--- src/rtl/assert_macros.svh ---
// Assertion macros shared by the RTL.
`ifndef ASSERT_MACROS_SVH
`define ASSERT_MACROS_SVH

`ifndef SYNTHESIS

`define ASSERT_IMPLY(label, clk, rst, cond, prop) \
  label: assert property (@(posedge clk) disable iff (rst) (cond) |-> (prop)) \
    else $error("assertion failed");

`define ASSERT_NEXT(label, clk, rst, cond, prop) \
  label: assert property (@(posedge clk) disable iff (rst) (cond) |=> (prop)) \
    else $error("assertion failed");

`else

`define ASSERT_IMPLY(label, clk, rst, cond, prop)

`define ASSERT_NEXT(label, clk, rst, cond, prop)

`endif

`endif

--- src/rtl/htb_pkg.sv ---
`default_nettype none

package htb_pkg;

  localparam int COLUMN_BITS = 16;
  localparam int LINE_BITS   = 24;
  localparam int DIGIT_BITS  = 32;
  localparam int WINDOW_BITS = 10;
  localparam int CFG_INDEX_BITS = 2;

  localparam logic [CFG_INDEX_BITS-1:0] REG_FIRST_COLUMN = 2'd0;
  localparam logic [CFG_INDEX_BITS-1:0] REG_LAST_COLUMN  = 2'd1;

  localparam logic OP_CHAR = 1'b0;
  localparam logic OP_END  = 1'b1;

  localparam logic [1:0] KIND_DATA  = 2'd0;
  localparam logic [1:0] KIND_ERROR = 2'd1;
  localparam logic [1:0] KIND_OK    = 2'd2;
  localparam logic [1:0] KIND_ODD   = 2'd3;

  localparam logic [7:0] CHAR_NL    = 8'h0A;
  localparam logic [7:0] CHAR_TAB   = 8'h09;
  localparam logic [7:0] CHAR_CR    = 8'h0D;
  localparam logic [7:0] CHAR_SPACE = 8'h20;
  localparam logic [7:0] CHAR_0     = 8'h30;
  localparam logic [7:0] CHAR_9     = 8'h39;
  localparam logic [7:0] CHAR_UA    = 8'h41;
  localparam logic [7:0] CHAR_UF    = 8'h46;
  localparam logic [7:0] CHAR_LA    = 8'h61;
  localparam logic [7:0] CHAR_LF    = 8'h66;
  localparam logic [7:0] HEX_TEN    = 8'd10;

  typedef struct packed {
    logic       operation;
    logic [7:0] char_byte;
  } item_t;

  typedef struct packed {
    logic [1:0]             result_kind;
    logic [7:0]             data_byte;
    logic [LINE_BITS-1:0]   line_number;
    logic [COLUMN_BITS-1:0] column_number;
    logic [DIGIT_BITS-1:0]  digit_total;
  } result_t;

  // {is_hex, nibble}
  function automatic logic [4:0] hex_decode(logic [7:0] c);
    logic [4:0] r;
    r = 5'd0;
    if (c >= CHAR_0 && c <= CHAR_9) begin
      r = {1'b1, 4'(c - CHAR_0)};
    end else if (c >= CHAR_UA && c <= CHAR_UF) begin
      r = {1'b1, 4'(c - CHAR_UA + HEX_TEN)};
    end else if (c >= CHAR_LA && c <= CHAR_LF) begin
      r = {1'b1, 4'(c - CHAR_LA + HEX_TEN)};
    end
    return r;
  endfunction

endpackage

`default_nettype wire

--- src/rtl/htb_core.sv ---
`default_nettype none

module htb_core
  import htb_pkg::*;
(
  input  wire logic                      clk,
  input  wire logic                      rst,
  input  wire logic                      cfg_we,
  input  wire logic [CFG_INDEX_BITS-1:0] cfg_index,
  input  wire logic [WINDOW_BITS-1:0]    cfg_data,
  input  wire item_t                     item,
  input  wire logic                      step,
  output logic                           emit,
  output result_t                        result
);

  logic [WINDOW_BITS-1:0] first_column;
  logic [WINDOW_BITS-1:0] last_column;
  logic [COLUMN_BITS-1:0] column_count, column_count_next;
  logic [LINE_BITS-1:0]   line_count, line_count_next;
  logic [DIGIT_BITS-1:0]  digit_count, digit_count_next;
  logic [3:0]             high_nibble, high_nibble_next;
  logic                   halted, halted_next;

  logic [COLUMN_BITS-1:0] first_ext, last_ext, column_inc;
  logic [LINE_BITS-1:0]   line_inc;
  logic [DIGIT_BITS-1:0]  digit_inc;
  logic                   is_ws, in_window;
  logic [4:0]             hex;

  always_comb begin
    first_ext  = COLUMN_BITS'(first_column);
    last_ext   = COLUMN_BITS'(last_column);
    column_inc = (column_count == '1) ? column_count : column_count + 1'b1;
    line_inc   = (line_count == '1) ? line_count : line_count + 1'b1;
    digit_inc  = (digit_count == '1) ? digit_count : digit_count + 1'b1;
    is_ws      = (item.char_byte >= CHAR_TAB && item.char_byte <= CHAR_CR)
                 || item.char_byte == CHAR_SPACE;
    hex        = hex_decode(item.char_byte);
    if (first_column < last_column) begin
      in_window = column_count >= first_ext && column_count <= last_ext;
    end else if (first_column > last_column) begin
      in_window = column_count >= first_ext || column_count <= last_ext;
    end else begin
      in_window = 1'b1;
    end

    column_count_next = column_count;
    line_count_next   = line_count;
    digit_count_next  = digit_count;
    high_nibble_next  = high_nibble;
    halted_next       = halted;
    emit              = 1'b0;
    result            = '0;

    if (item.operation == OP_END) begin
      emit                 = !halted;
      result.result_kind   = digit_count[0] ? KIND_ODD : KIND_OK;
      result.digit_total   = digit_count;
      column_count_next    = COLUMN_BITS'(1);
      line_count_next      = LINE_BITS'(1);
      digit_count_next     = '0;
      high_nibble_next     = '0;
      halted_next          = 1'b0;
    end else if (halted) begin
      emit = 1'b0;
    end else if (item.char_byte == CHAR_NL) begin
      column_count_next = COLUMN_BITS'(1);
      line_count_next   = line_inc;
    end else if (is_ws || !in_window) begin
      column_count_next = column_inc;
    end else if (!hex[4]) begin
      emit                 = 1'b1;
      result.result_kind   = KIND_ERROR;
      result.data_byte     = item.char_byte;
      result.line_number   = line_count;
      result.column_number = column_count;
      result.digit_total   = digit_count;
      halted_next          = 1'b1;
    end else begin
      digit_count_next  = digit_inc;
      column_count_next = column_inc;
      if (digit_count[0]) begin
        emit                 = 1'b1;
        result.result_kind   = KIND_DATA;
        result.data_byte     = {high_nibble, hex[3:0]};
        result.line_number   = line_count;
        result.column_number = column_count;
        result.digit_total   = digit_inc;
        high_nibble_next     = '0;
      end else begin
        high_nibble_next = hex[3:0];
      end
    end
  end

  always_ff @(posedge clk) begin
    if (rst) begin
      first_column <= '0;
      last_column  <= '0;
      column_count <= COLUMN_BITS'(1);
      line_count   <= LINE_BITS'(1);
      digit_count  <= '0;
      high_nibble  <= '0;
      halted       <= 1'b0;
    end else begin
      if (cfg_we) begin
        if (cfg_index == REG_FIRST_COLUMN) begin
          first_column <= cfg_data;
        end else if (cfg_index == REG_LAST_COLUMN) begin
          last_column <= cfg_data;
        end
      end
      if (step) begin
        column_count <= column_count_next;
        line_count   <= line_count_next;
        digit_count  <= digit_count_next;
        high_nibble  <= high_nibble_next;
        halted       <= halted_next;
      end
    end
  end

endmodule

`default_nettype wire

--- src/rtl/hex_text_to_binary_stream.sv ---
// Hex text to binary converter. Takes one source character per transfer and
// turns each pair of hex digits into a byte; reports the first unexpected
// character in the column window with its line and column, and reports
// success or an odd digit count at end of source when no error came before.
// Sustains one character per cycle while no result is held back: an input
// register feeds a single decode stage that updates the line, column and
// digit counters and loads the result register. A character that yields a
// result waits in the input register while the result register is still full.
// Configuration writes are taken at any time but must only be issued while
// the block is idle.
`default_nettype none

`include "assert_macros.svh"

module hex_text_to_binary_stream
  import htb_pkg::*;
(
  input  wire logic                      clk,
  input  wire logic                      rst,
  input  wire logic                      in_valid,
  output logic                           in_ready,
  input  wire logic                      operation,
  input  wire logic [7:0]                char_byte,
  output logic                           out_valid,
  input  wire logic                      out_ready,
  output logic [1:0]                     result_kind,
  output logic [7:0]                     data_byte,
  output logic [LINE_BITS-1:0]           line_number,
  output logic [COLUMN_BITS-1:0]         column_number,
  output logic [DIGIT_BITS-1:0]          digit_total,
  input  wire logic                      cfg_valid,
  output logic                           cfg_ready,
  input  wire logic [CFG_INDEX_BITS-1:0] cfg_index,
  input  wire logic [WINDOW_BITS-1:0]    cfg_data
);

  item_t   item;
  logic    in_full;
  logic    emit;
  logic    fire;
  logic    out_free;
  result_t result;
  result_t out_reg;

  assign cfg_ready = 1'b1;
  assign out_free  = !out_valid || out_ready;
  assign fire      = in_full && (!emit || out_free);
  assign in_ready  = !in_full || fire;

  htb_core u_core (
    .clk       (clk),
    .rst       (rst),
    .cfg_we    (cfg_valid && cfg_ready),
    .cfg_index (cfg_index),
    .cfg_data  (cfg_data),
    .item      (item),
    .step      (fire),
    .emit      (emit),
    .result    (result)
  );

  always_ff @(posedge clk) begin
    if (rst) begin
      in_full <= 1'b0;
    end else if (in_valid && in_ready) begin
      in_full <= 1'b1;
    end else if (fire) begin
      in_full <= 1'b0;
    end
  end

  always_ff @(posedge clk) begin
    if (in_valid && in_ready) begin
      item.operation <= operation;
      item.char_byte <= char_byte;
    end
  end

  always_ff @(posedge clk) begin
    if (rst) begin
      out_valid <= 1'b0;
    end else if (fire && emit) begin
      out_valid <= 1'b1;
    end else if (out_ready) begin
      out_valid <= 1'b0;
    end
  end

  always_ff @(posedge clk) begin
    if (fire && emit) begin
      out_reg <= result;
    end
  end

  assign result_kind   = out_reg.result_kind;
  assign data_byte     = out_reg.data_byte;
  assign line_number   = out_reg.line_number;
  assign column_number = out_reg.column_number;
  assign digit_total   = out_reg.digit_total;

  `ASSERT_NEXT(a_emit_loads_out, clk, rst, fire && emit, out_valid)
  `ASSERT_IMPLY(a_end_no_position, clk, rst,
    out_valid && (result_kind == KIND_OK || result_kind == KIND_ODD),
    line_number == '0 && column_number == '0 && data_byte == '0)
  `ASSERT_IMPLY(a_end_kind_parity, clk, rst,
    out_valid && (result_kind == KIND_OK || result_kind == KIND_ODD),
    digit_total[0] == (result_kind == KIND_ODD))
  `ASSERT_IMPLY(a_data_even_total, clk, rst,
    out_valid && result_kind == KIND_DATA,
    digit_total[0] == 1'b0 || digit_total == '1)

endmodule

`default_nettype wire

--- config.mk ---
export PLATFORM = sky130hd
export DESIGN_NAME = hex_text_to_binary_stream
export DESIGN_NICKNAME = d
export VERILOG_FILES = /design/src/rtl/htb_pkg.sv /design/src/rtl/htb_core.sv /design/src/rtl/hex_text_to_binary_stream.sv
export VERILOG_INCLUDE_DIRS = /design/src /design/src/rtl
export SDC_FILE = /design/constraint.sdc
export NUM_CORES = 1
export LEC_CHECK = 0
export BUFFER_PORTS_ARGS = -buffer_cell sky130_fd_sc_hd__buf_2
export CAP_MARGIN = 20
export CORE_ASPECT_RATIO = 1.2
export CORE_MARGIN = 2
export CORE_UTILIZATION = 36
export DETAILED_ROUTE_END_ITERATION = 12
export PLACE_DENSITY = 0.52
export SYNTH_ARGS = -nofsm -noshare
export SYNTH_HDL_FRONTEND = slang
export SYNTH_SLANG_ARGS = --single-unit
--- constraint.sdc ---
create_clock -name clk -period 9.5 [get_ports clk]
set_clock_uncertainty 0.2 [all_clocks]
set_input_delay 0.475 -clock clk [delete_from_list [all_inputs] [get_ports clk]]
set_output_delay 0.475 -clock clk [all_outputs]
set_load 0.02 [all_outputs]
==> results of run 1 <==
worst register-to-register path, stage by stage (launching register included):
cell and delay, ns:
edfxtp_1 0.50, inv_1 0.13, ha_1 0.25, nor3b_1 0.15, nor4_1 0.50, a21oi_2 0.19, buf_8 0.21, o21ai_2 0.28
nor3_1 0.17, a21oi_2 0.66, o2111ai_1 0.57, buf_4 0.35, o31ai_1 0.22
cell usage in the layout, fill, tap and decap left out, types with 22 or more instances in the layout:
| cell | count |
|---|---|
| ha_1 | 39 |
| nor2_1 | 95 |
| o21ai_0 | 46 |
| buf_2 | 109 |
| and2_1 | 45 |
| nand3_1 | 33 |
| inv_1 | 41 |
| nand2_1 | 85 |
| nand4_1 | 22 |
| a21oi_1 | 77 |
| and3_1 | 22 |
| dfxtp_1 | 99 |
| mux2i_1 | 27 |
| a31oi_1 | 22 |
| edfxtp_1 | 91 |
power by group:
part | internal (uW) | total (uW) | leakage (uW) | switching (uW)
Combinational | 85.3 | 285 | 0.00226 | 200
Clock | 397 | 744 | 0.000289 | 347
Sequential | 893 | 911 | 0.00163 | 18.2
Total | 1370 | 1940 | 0.00418 | 565
kinds of logic (layout without fill, tap and decap cells):
group,after synthesis,in the layout,synth area share [%]
XOR/XNOR,8,8,0.701
flip-flops,190,190,47.2
other,1,1,0.0375
buffers and inverters,105,206,4.47
AND/OR/NAND/NOR,399,399,20.8
AO/OA/AOI/OAI,281,281,18.5
adder cells (fa/ha/maj),39,39,4.88
multiplexers,33,33,3.38
final cells by class:
cell class / count / area share (%)
clock buffer: 17 / 3.70
tap: 340 / 3.70
inverter: 42 / 1.37
sequential: 190 / 41.0
timing repair buffer: 132 / 6.62
multi-input combinational: 761 / 42.1
clock inverter: 15 / 1.53
layer usage:
metal	GRT usage (%)	vias up	wire [um]
met5	0	-	0
met2	29.8	187	12300
met3	3.18	28	1100
li1	-	4084	-
met1	24.9	3927	12400
met4	5.86	0	497
repair_timing:
action | 4_1_cts | 5_1_grt
hold endpoints to repair | 8 | 0
resized for setup | 0 | 0
hold buffers | 8 | 0
how the worst max path moves through the flow:
stage                                       from               end  slack [ns]  depth (start not counted)
after floorplan           u_core.column_count[5]  column_number[0]        2.70                         12
after global placement    u_core.column_count[5]   line_number[16]        4.67                         11
after detailed placement  u_core.column_count[5]    line_number[5]        4.62                         11
after CTS                 u_core.column_count[5]   line_number[10]        4.60                         11
after global routing      u_core.column_count[0]          in_ready        4.63                         12
final                     u_core.column_count[0]          in_ready        4.90                         12
flip-flops by register name, indices dropped and copies added, names as in the netlist, 2 cells and up:
name,count
u_core.column_count,16
column_number,16
data_byte,8
u_core.high_nibble,4
u_core.digit_count,32
digit_total,32
item,9
u_core.last_column,10
u_core.line_count,24
result_kind,2
line_number,24
u_core.first_column,10
through the flow:
step	worst slack, ns	utilization, %	area [um2]	total power, uW
2_1_floorplan	2.70	-	9990	1130
3_5_place_dp	4.62	39.7	10800	1210
3_3_place_gp	4.67	39.7	10800	1210
5_1_grt	4.63	42.4	11500	2020
4_1_cts	4.60	42.2	11500	1960
6_report	4.90	42.4	11500	1940
==> out/qor.yml, run 1 <==
worst_setup_path:
  path_buf_inv: 3
  crit_chain: "inv_1 > ha_1 > nand2b_1 > nand3_1 > a211oi_1 > a2111oi_0 > o2111a_1 > a211o_1 > nor2_2 > buf_4 > o211ai_1 > buf_2"
  crit_family: "compound AO/OA/AOI/OAI gates"
  crit_required_ns: 8.83
  r2r_slack_ns: 5.04
  path_max_fanout: 39
  reg2reg_to: "u_core.column_count[13]"
  max_stage_delay_ns: 0.57
  crit_type: "reg -> out"
  start_kind: "register"
  cp-end-kind: "primary output"
  critical_path_arrival_ns: 3.93
  r2r_cells: 12
  slowest_stage: "a211o_1"
  r2r-start: "item[0]"
clocking:
  cts_tree: "done"
  cts.clk_slew.worst_paths_ns: 0.08
  h-tree-depth: 4
  clock-sinks: 190
  cts_max_path_buffers: 2
  cts_setup_buffers: 0
  cts_buffers: 17
  cts_root_buf: "clkbuf_16"
  clkLatencyLatePin_ns: 0.44
sta:
  fin_crit_sh_pct: 48.4
  fmax_ghz: 0.217
  hold_viol_final: 0
  slew_headroom_pct: 33.1
  worstMarginPinSlew_ns: 0.999
  setup_viol: 0
  period_needed_ns: 4.60
  holdWs_ns: 0.0169
  drv_slew: 0
  rsz0062_at_grt: "no"
  finalSetupTns_ns: 0
logic_synthesis:
  yosysTopAreaCellShare_pct: 27.3
  avgSynthCellArea_um2: 9.46
  ys.flop_type: "dfxtp_1"
  ys_async_sr_fraction_pct: 0
  syn_nets: 1121
  synth.distinct_cells: 77
  synth.most_common_cell: "dfxtp_1"
  synth_edf_count: 91
  yosysSeqAreaShare_pct: 47.2
  synthTopCellsByArea: "edfxtp_1 (27%), dfxtp_1 (20%), ha_1 (4.9%)"
  ys_seq_elements: 190
  ys_warn_count: 0
  netlist_top_cells_count: "dfxtp_1 (99), nor2_1 (97), edfxtp_1 (91), nand2_1 (85), a21oi_1 (78)"
  syn_area_mm2: 0.00999
  syn-instance-count: 1056
  synth.largest_area_cell: "edfxtp_1"
finish:
  n_antenna_cell: 0
  stdcell_count: 1497
  drive_above_1_share_pct: 16.2
  finalNetCount: 1209
  final-seq-area_mm2: 0.00471
  nFillCells: 2675
  multi_input_area_mm2: 0.00485
  area_growth_pct: 15.2
outcome:
  status: "completed"
drt:
  first_pass_iters: 6
  wl_per_cell_um: 17.6
  post-route-drc-count: 0
  num_vias: 8226
  routed_wl_um: 26300
  drt_iter0_drc: 509
  antenna_left: 0
  viasPerCell: 5.49
global_routing:
  grt_usage_pct: 18.4
  grt_pass1_vias: 8012
  grt-ovfl-total: 0
  antenna_found_initial: 0
  grt_first_pass_wirelength_um: 42800
  grt_max_degree: 45
placement:
  port_buffers: 109
  hpwl_um: 18100
  placed_cells: 1454
  gp_congestion: 0.841
worst_hold_path:
  hold-path-endpoint: "item[6]"
  hold-path-cell-count: 1
  hp-start: "char_byte[6]"
  hold_path_class: "in -> reg"
floorplan:
  rows: 66
  initial_core_util_pct: 36.8
  die_w_um: 156
  ios: 111
  die-area_mm2: 0.0291
  die_h_um: 187
  core_area_mm2: 0.0272
job:
  drv_cap: 0
pwr:
  power.density_mw_per_mm2: 168
  leakagePower_uw: 0.00418
  ir_drop_uv: 135
No activity file was read; power rests on OpenSTA's default activity.
==> inputs of run 2 (changes only) <==
==> constraint.sdc (replaced) <==
create_clock -name clk -period 4.35 [get_ports clk]
set_clock_uncertainty 0.2 [all_clocks]
set_input_delay 0.2175 -clock clk [delete_from_list [all_inputs] [get_ports clk]]
set_output_delay 0.2175 -clock clk [all_outputs]
set_load 0.02 [all_outputs]
==> run 2 against run 1 <==
Clock power is 120% higher. Critical endpoint unchanged. Total power rose by 120%. Critical path type unchanged. Worst hold slack gained 0.10 ns. Largest cell class unchanged.
==> out/qor.yml, run 2 (synthesized netlist as in run 1, its figures left out) <==
worst_setup_path:
  crit_required_ns: 3.93  # was 8.83 ns
  cp-end-kind: "primary output"  # unchanged
  critical_path_arrival_ns: 3.45  # was 3.93 ns
  slowest_stage: "dfxtp_1"  # was a211o_1
  max_stage_delay_ns: 0.42  # was 0.57 ns
  path_max_fanout: 9  # was 39
  crit_chain: "inv_1 > ha_1 > nand2b_1 > nand3_1 > a211oi_1 > a2111oi_0 > o2111a_1 > a211o_2 > nor2_4 > o211ai_1 > buf_2"  # was inv_1 > ha_1 > nand2b_1 > nand3_1 > a211oi_1 > a2111oi_0 > o2111a_1 > a211o_1 > nor2_2 > buf_4 > o211ai_1 > buf_2
  start_kind: "register"  # unchanged
  crit_type: "reg -> out"  # unchanged
global_routing:
  grt_max_degree: 44  # was 45
  grt-ovfl-total: 0  # unchanged
  grt_pass1_vias: 8140  # was 8012
  grt_first_pass_wirelength_um: 43800  # was 42800 um
  grt_usage_pct: 18.9  # was 18.4%
  antenna_found_initial: 0  # unchanged
sta:
  worstMarginPinSlew_ns: 1.01  # was 0.999 ns
  rsz0062_at_grt: "no"  # unchanged
  setup_viol: 0  # unchanged
  fmax_ghz: 0.259
  slew_headroom_pct: 32.5  # was 33.1%
  drv_slew: 0  # unchanged
  fin_crit_sh_pct: 88.8
  hold_viol_final: 0  # unchanged
  period_needed_ns: 3.86
  finalSetupTns_ns: 0  # unchanged
  holdWs_ns: 0.118  # was 0.0169 ns
placement:
  port_buffers: 109  # unchanged
  gp_congestion: 0.830  # was 0.841
  hpwl_um: 19000  # was 18100 um
  placed_cells: 1474  # was 1454
  dpl_cell_area_mm2: 0.0110  # was 0.0108 mm2
finish:
  final_common_cell: "buf_2"  # unchanged
  area_growth_pct: 18.4  # was 15.2%
  nFillCells: 2686  # was 2675
  fin_area_mm2: 0.0118  # was 0.0115 mm2
  mostFrequentLayoutCells: "buf_2 (109), dfxtp_1 (98), nor2_1 (95)"  # was buf_2 (109), dfxtp_1 (99), nor2_1 (95)
  post-route-util_pct: 43.5  # was 42.4%
  stdcell_count: 1527  # was 1497
  finalNetCount: 1239  # was 1209
  n_antenna_cell: 0  # unchanged
  drive_above_1_share_pct: 17.4  # was 16.2%
floorplan:
  die_w_um: 156  # unchanged
  rows: 66  # unchanged
  core_area_mm2: 0.0272  # unchanged
  die_h_um: 187  # unchanged
  die-area_mm2: 0.0291  # unchanged
  ios: 111  # unchanged
  initial_core_util_pct: 36.8  # unchanged
drt:
  first_pass_iters: 5  # was 6
  post-route-drc-count: 0  # unchanged
  viasPerCell: 5.54  # was 5.49
  routed_wl_um: 27000  # was 26300 um
  wl_per_cell_um: 17.7  # was 17.6 um
  drt_iter0_drc: 566  # was 509
  num_vias: 8452  # was 8226
  antenna_left: 0  # unchanged
clocking:
  h-tree-depth: 4  # unchanged
  cts_tree: "done"  # unchanged
  cts_root_buf: "clkbuf_16"  # unchanged
  cts_setup_buffers: 0  # unchanged
  clkLatencyLatePin_ns: 0.45  # was 0.44 ns
  cts_buffers: 17  # unchanged
  cts.clk_slew.worst_paths_ns: 0.08  # about the same
  cts_max_path_buffers: 2  # unchanged
  clock-sinks: 190  # unchanged
pwr:
  ir_drop_uv: 240  # was 135 uV
  power.density_mw_per_mm2: 363  # was 168 mW/mm2
  leakagePower_uw: 0.00433  # was 0.00418 uW
job:
  drv_cap: 0  # unchanged
outcome:
  status: "completed"  # unchanged
worst_hold_path:
  hold_path_class: "in -> reg"  # unchanged
## run 2: changes by cell type in the layout (fill, tap and decap cells not counted), sizes merged
cell         before  now
buf             124  141
clkinv            5    2
inv              48   51
dlygate4sd3       8   21
## run 2: final cells by class
type / instances / area [um2] / area share [%]
multi-input combinational: 761 / 4860 / 41.1
timing repair buffer: 162 / 1070 / 9.05
inverter: 42 / 158 / 1.33
tap: 340 / 425 / 3.60
sequential: 190 / 4720 / 39.9
clock inverter: 15 / 173 / 1.46
clock buffer: 17 / 425 / 3.60
## run 2: path summary, 6_finish.rpt
path                                              from                      to  slack (ns)  cells after the start
worst max-delay path            u_core.column_count[0]                in_ready        0.49                     11
worst min-delay path                      cfg_index[1]  u_core.first_column[1]        0.12                      5
worst max register to register  u_core.column_count[9]          digit_total[5]        0.55                     10
worst min register to register   u_core.high_nibble[0]   u_core.high_nibble[0]        0.27                      2
## run 2: metal layers
metal / up-vias / wire (um) / track usage, %
met3: 26 / 1080 / 3.18
met2: 219 / 12800 / 31.0
met5: - / 0 / 0
met4: 0 / 395 / 5.33
met1: 4058 / 12800 / 25.6
li1: 4149 / - / -
## run 2: report_power, final
group | total (uW) | switching [uW] | internal (uW)
sequential | 1990 | 39.0 | 1950
combinational | 672 | 451 | 221
clock | 1640 | 767 | 869
## run 2: critical path, delay by kind of cell (launching register included)
| family | cells | cell delay, ns |
|---|---|---|
| AOI/OAI and AO/OA | 5 | 1.64 |
| DFF | 1 | 0.42 |
| buffers and inverters | 2 | 0.36 |
| adders and majority gates | 1 | 0.29 |
| and+or+nand+nor | 3 | 0.29 |
## run 2: metrics by stage
stage | total power (uW) | worst slack, ns
6_report | 4300 | 0.486
5_1_grt | 4480 | 0.159
4_1_cts | 4340 | 0.254
3_5_place_dp | 2690 | 0.445
3_3_place_gp | 2690 | 0.487
2_1_floorplan | 2480 | 0.0196
## run 2: timing repair
item                                    CTS  global route
endpoints found under the hold margin    31             0
endpoints found under the setup margin    0             1
hold buffers                             21             0
gates resized for setup                   0             1
==> inputs of run 3 (changes only) <==
==> constraint.sdc (replaced) <==
create_clock -name clk -period 4 [get_ports clk]
set_clock_uncertainty 0.2 [all_clocks]
set_input_delay 0.2 -clock clk [delete_from_list [all_inputs] [get_ports clk]]
set_output_delay 0.2 -clock clk [all_outputs]
set_load 0.02 [all_outputs]
==> run 3 against run 2 <==
The run now ends with hold timing left. Sequential power is 9% higher. Cell count barely moved. Global-route usage fell by 0.43 points. Worst setup slack lost 0.19 ns. Count of clock-buffer cells in the layout is the same. Die area unchanged. Combinational power is 7.9% higher. Cell area barely moved. Via count shrank 0.84%. Register-to-register slack worse by 0.24 ns. First-iteration DRC count increased by 8.7%. Critical path type unchanged. Critical endpoint unchanged. Largest cell class unchanged.
==> out/qor.yml, run 3 (synthesized netlist as in run 1, its figures left out) <==
finish:
  finalNetCount: 1240  # was 1239
  stdcell_count: 1528  # was 1527
  mostFrequentLayoutCells: "buf_2 (109), dfxtp_1 (95), nor2_1 (94)"  # was buf_2 (109), dfxtp_1 (98), nor2_1 (95)
  final_common_cell: "buf_2"  # unchanged
  nFillCells: 2712  # was 2686
  drive_above_1_share_pct: 18.4  # was 17.4%
  post-route-util_pct: 43.6  # was 43.5%
  n_antenna_cell: 0  # unchanged
  area_growth_pct: 18.5  # was 18.4%
clocking:
  cts_tree: "done"  # unchanged
  clkLatencyLatePin_ns: 0.45  # about the same
  h-tree-depth: 4  # unchanged
  cts_max_path_buffers: 2  # unchanged
  cts_buffers: 17  # unchanged
  cts_root_buf: "clkbuf_16"  # unchanged
  clock-sinks: 190  # unchanged
  cts.clk_slew.worst_paths_ns: 0.08  # about the same
floorplan:
  ios: 111  # unchanged
  die_h_um: 187  # unchanged
  die_w_um: 156  # unchanged
  core_area_mm2: 0.0272  # unchanged
  initial_core_util_pct: 36.8  # unchanged
  rows: 66  # unchanged
  die-area_mm2: 0.0291  # unchanged
placement:
  pre_cts_slack_ns: 0.272  # was 0.445 ns
  hpwl_um: 18500  # was 19000 um
  gp_congestion: 0.832  # was 0.830
  placed_cells: 1474  # unchanged
  port_buffers: 109  # unchanged
drt:
  met3_length_um: 1120  # was 1080 um
  wl_met1_um: 12600  # was 12800 um
  wl_met2_um: 12200  # was 12800 um
  antenna_left: 0  # unchanged
  num_vias: 8381  # was 8452
  routed_wl_um: 26400  # was 27000 um
  post-route-drc-count: 0  # unchanged
  top_layer: "met4"  # unchanged
  first_pass_iters: 5  # unchanged
  wl_per_cell_um: 17.3  # was 17.7 um
  viasPerCell: 5.48  # was 5.54
  drt_iter0_drc: 615  # was 566
pwr:
  combPwrFrac_pct: 15.6  # about the same
  swShare_pct: 29.9  # was 29.3%
  intPower_uw: 3250  # was 3040 uW
  pwr-share-clk_pct: 37.8  # was 38.1%
  seq_power_share_pct: 46.5  # was 46.3%
  ir_drop_uv: 286  # was 240 uV
  leakagePower_uw: 0.00434  # was 0.00433 uW
  p_sw_uw: 1390  # was 1260 uW
  power.density_mw_per_mm2: 392  # was 363 mW/mm2
worst_setup_path:
  path_max_fanout: 19  # was 9
  cp-end-kind: "primary output"  # unchanged
  crit_required_ns: 3.60  # was 3.93 ns
  critical_path_arrival_ns: 3.31  # was 3.45 ns
  start_kind: "register"  # unchanged
  crit_type: "reg -> out"  # unchanged
global_routing:
  grt_first_pass_wirelength_um: 42700  # was 43800 um
  grt-ovfl-total: 0  # unchanged
  antenna_found_initial: 0  # unchanged
  grt_pass1_vias: 7961  # was 8140
  grt_usage_pct: 18.4  # was 18.9%
  grt_max_degree: 53  # was 44
sta:
  worstMarginPinSlew_ns: 0.999  # was 1.01 ns
  fin_crit_sh_pct: 92.7
  holdWs_ns: -0.0761  # was 0.118 ns
  hold_viol_final: 1  # was 0
  fmax_ghz: 0.270
  setup_viol: 0  # unchanged
  slew_headroom_pct: 33.1  # was 32.5%
  drv_slew: 0  # unchanged
  worst_slack_ns: 0.292  # was 0.486 ns
  rsz0062_at_grt: "no"  # unchanged
  period_needed_ns: 3.71
outcome:
  status: "finished, violations left"  # was completed
  violations: "hold timing"
job:
  drv_cap: 0  # unchanged
worst_hold_path:
  hold_path_class: "in -> reg"  # unchanged
==> run 3: timing repair <==
action	CTS	global route
hold endpoints to repair	31	0
setup buffers	0	0
hold buffers	21	0
endpoints found under the setup margin	0	11
gates resized for setup	0	2
==> run 3: cell type report <==
class | count | area, um2 | area share [%]
inverters | 42 | 158 | 1.33
repair buffers | 163 | 1030 | 8.72
well taps | 340 | 425 | 3.59
clock buffers | 17 | 425 | 3.59
clock inverters | 15 | 173 | 1.46
multi-input cells | 761 | 4900 | 41.4
flip-flops and latches | 190 | 4720 | 39.9
==> run 3: worst paths after layout <==
| path | from | end | slack (ns) | depth (start not counted) |
|---|---|---|---|---|
| setup / recovery | item[0] | in_ready | 0.29 | 10 |
| hold / removal | cfg_index[1] | u_core.first_column[9] | -0.08 | 4 |
| setup reg to reg | u_core.column_count[0] | u_core.digit_count[4] | 0.31 | 12 |
| hold reg to reg | u_core.high_nibble[3] | u_core.high_nibble[3] | 0.26 | 2 |
==> run 3: per-stage QoR <==
stage	hold slack (ns)	power (uW)	instance area, um2	TNS (ns)
3_5_place_dp	0.178	2920	11000	0
3_3_place_gp	0.179	2910	11000	0
5_1_grt	0.000570	4840	11800	0
4_1_cts	0.0311	4690	11800	0
2_1_floorplan	0.0989	2700	10100	-12.11
6_report	-0.0761	4640	11800	0
==> run 3: worst max-delay path, cell delays in order (launching register included) <==
cell       delay [ns]
edfxtp_1         0.50
inv_1            0.15
ha_1             0.22
o21bai_1         0.11
a2111oi_2        0.56
a21oi_2          0.09
buf_4            0.24
o21ai_2          0.32
nor2_4           0.09
o211ai_1         0.32
buf_2            0.23
==> run 3: power groups by stage <==
stage	registers [uW]	clock network, uW	logic, uW
2_1_floorplan	2270	0	427
3_3_place_gp	2200	0	708
3_5_place_dp	2200	0	713
4_1_cts	2160	1800	732
5_1_grt	2170	1870	798
6_report	2160	1760	725
==> run 3: layer usage <==
layer / vias to the layer above / GRT usage [%]
met1: 3980 / 25.5
met4: 0 / 6.10
met2: 204 / 29.3
li1: 4160 / -
met5: - / 0
met3: 37 / 3.18
